## src/rtl/wss_div.sv

```systemverilog
// ---------------------------------------------------------------------------
// Iterative unsigned divider
// Restoring division, one quotient bit per cycle.
// ---------------------------------------------------------------------------
module wss_div #(
	parameter int DW = 75,
	parameter int VW = 11
) (
	input  logic          clk,
	input  logic          arst_n,
	input  logic          start,
	input  logic [DW-1:0] dividend,
	input  logic [VW-1:0] divisor,
	output logic          done,
	output logic [DW-1:0] quotient
);

	localparam int NW = $clog2(DW + 1);

	logic          busy_q;
	logic          done_q;
	logic [NW-1:0] cnt_q;
	logic [VW-1:0] rem_q;
	logic [DW-1:0] quo_q;
	logic [VW:0]   r2;
	logic [VW:0]   r_next;
	logic          ge;

	always_comb begin
		r2     = {rem_q, quo_q[DW-1]};
		ge     = r2 >= {1'b0, divisor};
		r_next = ge ? r2 - {1'b0, divisor} : r2;
	end

	always_ff @(posedge clk or negedge arst_n) begin
		if (!arst_n) begin
			busy_q <= 1'b0;
			done_q <= 1'b0;
			cnt_q  <= '0;
		end else begin
			done_q <= 1'b0;
			if (start) begin
				busy_q <= 1'b1;
				cnt_q  <= '0;
			end else if (busy_q) begin
				cnt_q <= cnt_q + NW'(1);
				if (cnt_q == NW'(DW - 1)) begin
					busy_q <= 1'b0;
					done_q <= 1'b1;
				end
			end
		end
	end

	always_ff @(posedge clk) begin
		if (start) begin
			rem_q <= '0;
			quo_q <= dividend;
		end else if (busy_q) begin
			rem_q <= r_next[VW-1:0];
			quo_q <= {quo_q[DW-2:0], ge};
		end
	end

	assign done     = done_q;
	assign quotient = quo_q;

endmodule

```

## config.mk

```make
export PLATFORM = sky130hd
export DESIGN_NAME = wss_div
export DESIGN_NICKNAME = d
export VERILOG_FILES = /design/src/rtl/wss_div.sv
export SDC_FILE = /design/constraint.sdc
export NUM_CORES = 1
export LEC_CHECK = 0
export BUFFER_PORTS_ARGS = -buffer_cell sky130_fd_sc_hd__buf_2
export CAP_MARGIN = 20
export CORE_ASPECT_RATIO = 1.75
export CORE_MARGIN = 2
export CORE_UTILIZATION = 29
export DETAILED_ROUTE_END_ITERATION = 10
export GPL_ROUTABILITY_DRIVEN = 0
export PLACE_DENSITY = 0.62
export RECOVER_POWER = 50
export SYNTH_ARGS = -nofsm -noshare
export SYNTH_HDL_FRONTEND = slang
export SYNTH_SLANG_ARGS = --single-unit
```

## constraint.sdc

```tcl
create_clock -name clk -period 4.9 [get_ports clk]
set_clock_uncertainty 0.2 [all_clocks]
set_input_delay 0.98 -clock clk [delete_from_list [all_inputs] [get_ports clk]]
set_output_delay 0.98 -clock clk [all_outputs]
set_load 0.005 [all_outputs]
```

=== Yosys cells after proc, flatten, opt, wreduce, memory -nomap -nowiden ===
Index checks and enable logic that the tools add are counted.

* $add $sub $neg: 2
* Magnitude comparators: 1
* Equality and inequality tests: 1
* Mux-type cells: 11
* Reduce and logical (&&, ||, !) cells: 1

{| class="wikitable"
|+ Operators by type and width
! cell !! count
|-
| 75-bit 2-to-1 mux || 2
|-
| 7-bit 2-to-1 mux || 2
|-
| 12-bit by 11-bit >= comparator with 1-bit output || 1
|-
| 11-bit 2-to-1 mux || 1
|-
| 11-bit subtractor || 1
|-
| 7-bit by 1-bit adder with 7-bit output (second input constant) || 1
|-
| 7-bit equality test (second input constant) || 1
|-
| 1-bit 2-to-1 mux || 6
|-
| 2-bit nonzero test || 1
|}

* Register bits after elaboration: 95
* Input bits: 89
* Output and inout port bits: 76
* Word-level logic and storage cells: 21

=== Depth between registers and ports, before layout ===
* Depth in word-level cells: 4
* Mapped depth: 10

=== Least setup slack after synthesis ===
OpenSTA, ideal clock, no wires.

* Path type: input -> register
* From: input start
* To: register quo_q[0] (netlist: quotient[0]), enable pin
* Setup time: 0.401 ns
* Arrival: 2.768 ns
* Required time: 4.299 ns
* Slack: 1.531 ns
* Cell stages on the path: 4
* Cell sequence: buf_2 > clkbuf_1 > clkbuf_1 > or2_2

* Cells in the longest elaborated chain, start to end: 1

{| class="wikitable"
|+ Ends and longest elaborated chain
! item !! RTL line !! text
|-
| from (decl) || 11 || <nowiki>input logic start,</nowiki>
|-
| 2-bit nonzero test (no line) || - ||
|-
| to (signal assigned) || 58 || <nowiki>quo_q <= dividend;</nowiki>
|-
| to (signal assigned) || 61 || <nowiki>quo_q <= {quo_q[DW-2:0], ge};</nowiki>
|-
| to (decl) || 24 || <nowiki>logic [DW-1:0] quo_q;</nowiki>
|}

No other way between the ends.
A chain may end at the register's enable or synchronous reset.

=== Worst setup path after layout ===
* From: input divisor[0]
* To: register rem_q[0]

* Cells in the longest elaborated chain, start to end: 2
* Elaborated cells between the ends (all ways): 3

{| class="wikitable"
|+ Ends and longest elaborated chain
! item !! RTL line !! text
|-
| from (decl) || 13 || <nowiki>input logic [VW-1:0] divisor,</nowiki>
|-
| 11-bit subtractor or 12-bit by 11-bit >= comparator with 1-bit output (tied branches) || 32, 31 ||
|-
| 11-bit 2-to-1 mux (*) || 32 || <nowiki>r_next = ge ? r2 - {1'b0, divisor} : r2;</nowiki>
|-
| to (signal assigned) || 60 || <nowiki>rem_q <= r_next[VW-1:0];</nowiki>
|-
| to (decl) || 23 || <nowiki>logic [VW-1:0] rem_q;</nowiki>
|}

Every way passes the cells marked *; elsewhere a longest branch is shown, timed or not.

==> parameters.txt <==
Parameter                              Value

Timing
  Final worst-path cycle share ... 0.6908
  Worst Max-Slew Pin Slew ... 1.059 ns
  Fin crit period ... 3.385 ns
  Final setup violation count ... 0
  RSZ-0062 raised after global routing ... false
  Final hold viol count ... 0
  Setup_tns ... 0 ns
  Worst setup slack after layout ... 1.515 ns
  Number of max-slew violations in the final report ... 0
  Headroom to the max-slew limit ... 0.2940
  Achievable Freq ... 0.2954 GHz

Synthesis
  Net count after synthesis ... 440
  Synth unique cells ... 48
  Async S/R FF share, synth ... 0.09474
  Main area contributors after synthesis ... sky130_fd_sc_hd__edfxtp_1 (48%), sky130_fd_sc_hd__mux2_2 (18%), sky130_fd_sc_hd__dfrtp_1 (4.8%), sky130_fd_sc_hd__dfxtp_1 (4.7%), sky130_fd_sc_hd__ha_1 (3.5%)
  Avg Synthesized Cell Area ... 13.84 µm²
  Synthesized flop and latch total ... 95
  Sequential cell area fraction in the yosys report ... 0.5785
  Most numerous cell types in the synthesized netlist ... sky130_fd_sc_hd__edfxtp_1 (75), sky130_fd_sc_hd__mux2_2 (75), sky130_fd_sc_hd__nor2_1 (20), sky130_fd_sc_hd__inv_1 (15), sky130_fd_sc_hd__ha_1 (13)
  Synth Flop Type ... sky130_fd_sc_hd__edfxtp_1
  Synth Warn # ... 0
  Library cell occupying the most area in the post-synthesis netlist ... sky130_fd_sc_hd__edfxtp_1
  Number of flops mapped to enable cells by yosys ... 75
  Summed instance area of the synthesized netlist ... 0.004663 mm²
  Area share of the largest cell type after synthesis ... 0.4830
  Cells after synthesis ... 337

Setup path
  Count of cells along the worst register-to-register path ... 9
  Critical path's most frequent cell ... sky130_fd_sc_hd__o21ai_2
  Stage delay of the slowest cell on the critical path ... 0.63 ns
  Crit-path cells ... buf_2 > ha_1 > fa_1 > nor2b_1 > o31a_1 > o21ai_2 > o21ai_2 > mux2_4 > a211oi_2
  Cell with the largest stage delay on the worst path ... sky130_fd_sc_hd__o21ai_2
  Endpoint of the worst-slack reg-to-reg timing path ... rem_q[0]
  WP data arrival ... 3.44 ns
  Worst reg2reg path startpoint ... quotient[74]
  Crit. End Element ... flip-flop
  Worst EP required ... 4.96 ns
  CP startpoint ... divisor[0]
  Worst R2R Setup Slack ... 1.85 ns
  Startpoint types ... primary input
  Largest fanout on the critical path ... 14
  Category of the most critical setup path ... in -> reg

Clock tree
  Clock transition at the registers of the reported paths ... 0.07 ns
  Total clock sinks ... 95
  Clock latency at the later pin of the worst-skew pair ... 0.34 ns
  Number of levels in the clock H-tree ... 3
  Number of buffers inserted by post-CTS setup repair ... 0
  Inserted Clock Buffers ... 9
  Number of buffers added to fix hold violations after cts ... 0
  Resized cells post-CTS ... 0
  Bufs on Longest Clock Path ... 2
  Buffer type at the clock tree root ... sky130_fd_sc_hd__clkbuf_16
  CTS tree ... built

Power and ir drop
  Peak VDD IR ... 183.2 µV
  Power density relative to cell area ... 390.4 mW/mm²
  Leak Pwr ... 2.424 nW

Floorplan
  Die width ... 99.86 µm
  Vertical die dimension ... 171.8 µm
  Core box area ... 0.01580 mm²
  Cell row count ... 61
  Starting density of the core ... 0.2952
  Die footprint ... 0.01715 mm²
  I/O pin cnt ... 165

Final layout
  Area Growth Syn to Fin ... 26.13%
  Area of all placed cells without fillers ... 0.005882 mm²
  Net count, final ... 600
  Share of the core filled with cells ... 0.3723
  Fill cell count ... 1554
  Number of inserted diodes ... 0
  Fraction of layout instances using a drive strength above 1 ... 0.4462

GRT
  Via count of the first global-routing pass ... 3370
  Overall global routing resource usage ... 0.1224
  Initial antenna violation count ... 2
  Residual overflow from global routing ... 0
  Wire length of the first global-routing pass ... 16460 µm
  Pin count of the biggest net entering global routing ... 76

Placed design
  Input/output buffers ... 164
  Place WS ... 1.189 ns
  Instance area at placement ... 0.005663 mm²
  HPWL after detailed placement ... 7797 µm

Worst hold path
  Path class of the lowest-slack min-delay path ... reg -> reg
  Endpoint of the worst hold-timing path ... rem_q[3]
  Hold Path Depth ... 2
  Hold wc startpoint ... rem_q[3]

Run status
  Outcome ... finished, final reports clean

Route
  Final routed DRC violation total ... 0
  Vias per cell ... 4.826
  Remaining antenna violation count after routing ... 0
  Number of DRC markers after the initial detailed-route iteration ... 127
  Post-DR wirelength/cell ... 15.55 µm
  Wire length after detailed routing ... 10750 µm
  Number of vias after detailed routing ... 3335
  First drt pass iteration count ... 4

Run
  Maximum Capacitance Violations ... 0
-- worst max-delay path by stage --
stage | end | slack [ns] | depth (start not counted)
after floorplan | quotient[0] | 1.53 | 4
after global placement | rem_q[0] | 1.30 | 9
after detailed placement | rem_q[0] | 1.19 | 9
after CTS | rem_q[0] | 1.54 | 9
after global routing | rem_q[0] | 1.45 | 9
final | rem_q[0] | 1.51 | 9
-- sequential cells by signal, indices dropped and copies added (netlist names) --
register and count:
quotient 75, rem_q 11, cnt_q 7, busy_q 1, done 1
-- worst max-delay path: cells and delay by family --
family	cells	cell delay (ns)
AO/OA/AOI/OAI	4	1.19
adder cells (fa/ha/maj)	2	0.63
multiplexers	1	0.36
AND/OR/NAND/NOR	1	0.18
buffers and inverters	1	0.10
-- cell families (layout without fill, tap and decap cells) --
kind of cell,count (synthesis),count (layout),share of synthesized area
adders and majority gates,14,14,0.03917
muxes,83,83,0.1994
and+or+nand+nor,61,61,0.07405
xor gates and xnor gates,9,9,0.01690
AOI/OAI and AO/OA,43,43,0.06386
DFF,95,95,0.5785
buffers and inverters,32,197,0.02817
-- metrics by stage --
| step | instances | hold slack [ns] | total power [mW] |
|---|---|---|---|
| global placement | 675 | 0.2959 | 1.644 |
| floorplan | 337 | 0.2739 | 1.473 |
| detailed placement | 675 | 0.2991 | 1.667 |
| finish | 691 | 0.3089 | 2.296 |
| global route | 691 | 0.3422 | 2.431 |
| CTS | 691 | 0.2748 | 2.343 |
-- per-layer routing --
layer  GRT usage  vias up  routed length [µm]
met3     0.03169       24                 633
met4     0.04824        4                 259
li1            -     1588                   -
met1      0.1335     1600                4171
met2      0.2236      119                5649
met5           0        -                  30
-- layout make-up --
type | instances | area, µm² | area share
Sequential cell | 95 | 2698 | 0.4586
Multi-Input combinational cell | 210 | 1837 | 0.3123
Timing Repair Buffer | 165 | 775.7 | 0.1319
Tap cell | 189 | 236.5 | 0.04020
Clock buffer | 10 | 229.0 | 0.03893
Inverter | 16 | 61.31 | 0.01042
Clock inverter | 6 | 45.04 | 0.007658
-- placed cells by master, fill, tap and decap left out, types with 4 or more instances in the layout --
cell type	count
sky130_fd_sc_hd__a211oi_1	8
sky130_fd_sc_hd__a21oi_1	6
sky130_fd_sc_hd__buf_2	119
sky130_fd_sc_hd__clkbuf_1	45
sky130_fd_sc_hd__clkbuf_16	9
sky130_fd_sc_hd__dfrtp_1	9
sky130_fd_sc_hd__dfxtp_1	11
sky130_fd_sc_hd__edfxtp_1	75
sky130_fd_sc_hd__ha_1	13
sky130_fd_sc_hd__inv_1	15
sky130_fd_sc_hd__mux2_2	74
sky130_fd_sc_hd__mux2i_1	7
sky130_fd_sc_hd__nand2_1	9
sky130_fd_sc_hd__nand2b_1	4
sky130_fd_sc_hd__nand3_1	5
sky130_fd_sc_hd__nor2_1	20
sky130_fd_sc_hd__o21ai_0	12
sky130_fd_sc_hd__or3_1	4
sky130_fd_sc_hd__xnor2_1	6
-- report_power, final --
part / total [mW] / switching, mW / internal [mW]
Combinational: 0.589 / 0.294 / 0.295
Sequential: 1.05 / 0.0666 / 0.987
Clock: 0.653 / 0.305 / 0.348
Total: 2.30 / 0.666 / 1.63
Note: power is estimated with default switching activity, not from simulation.
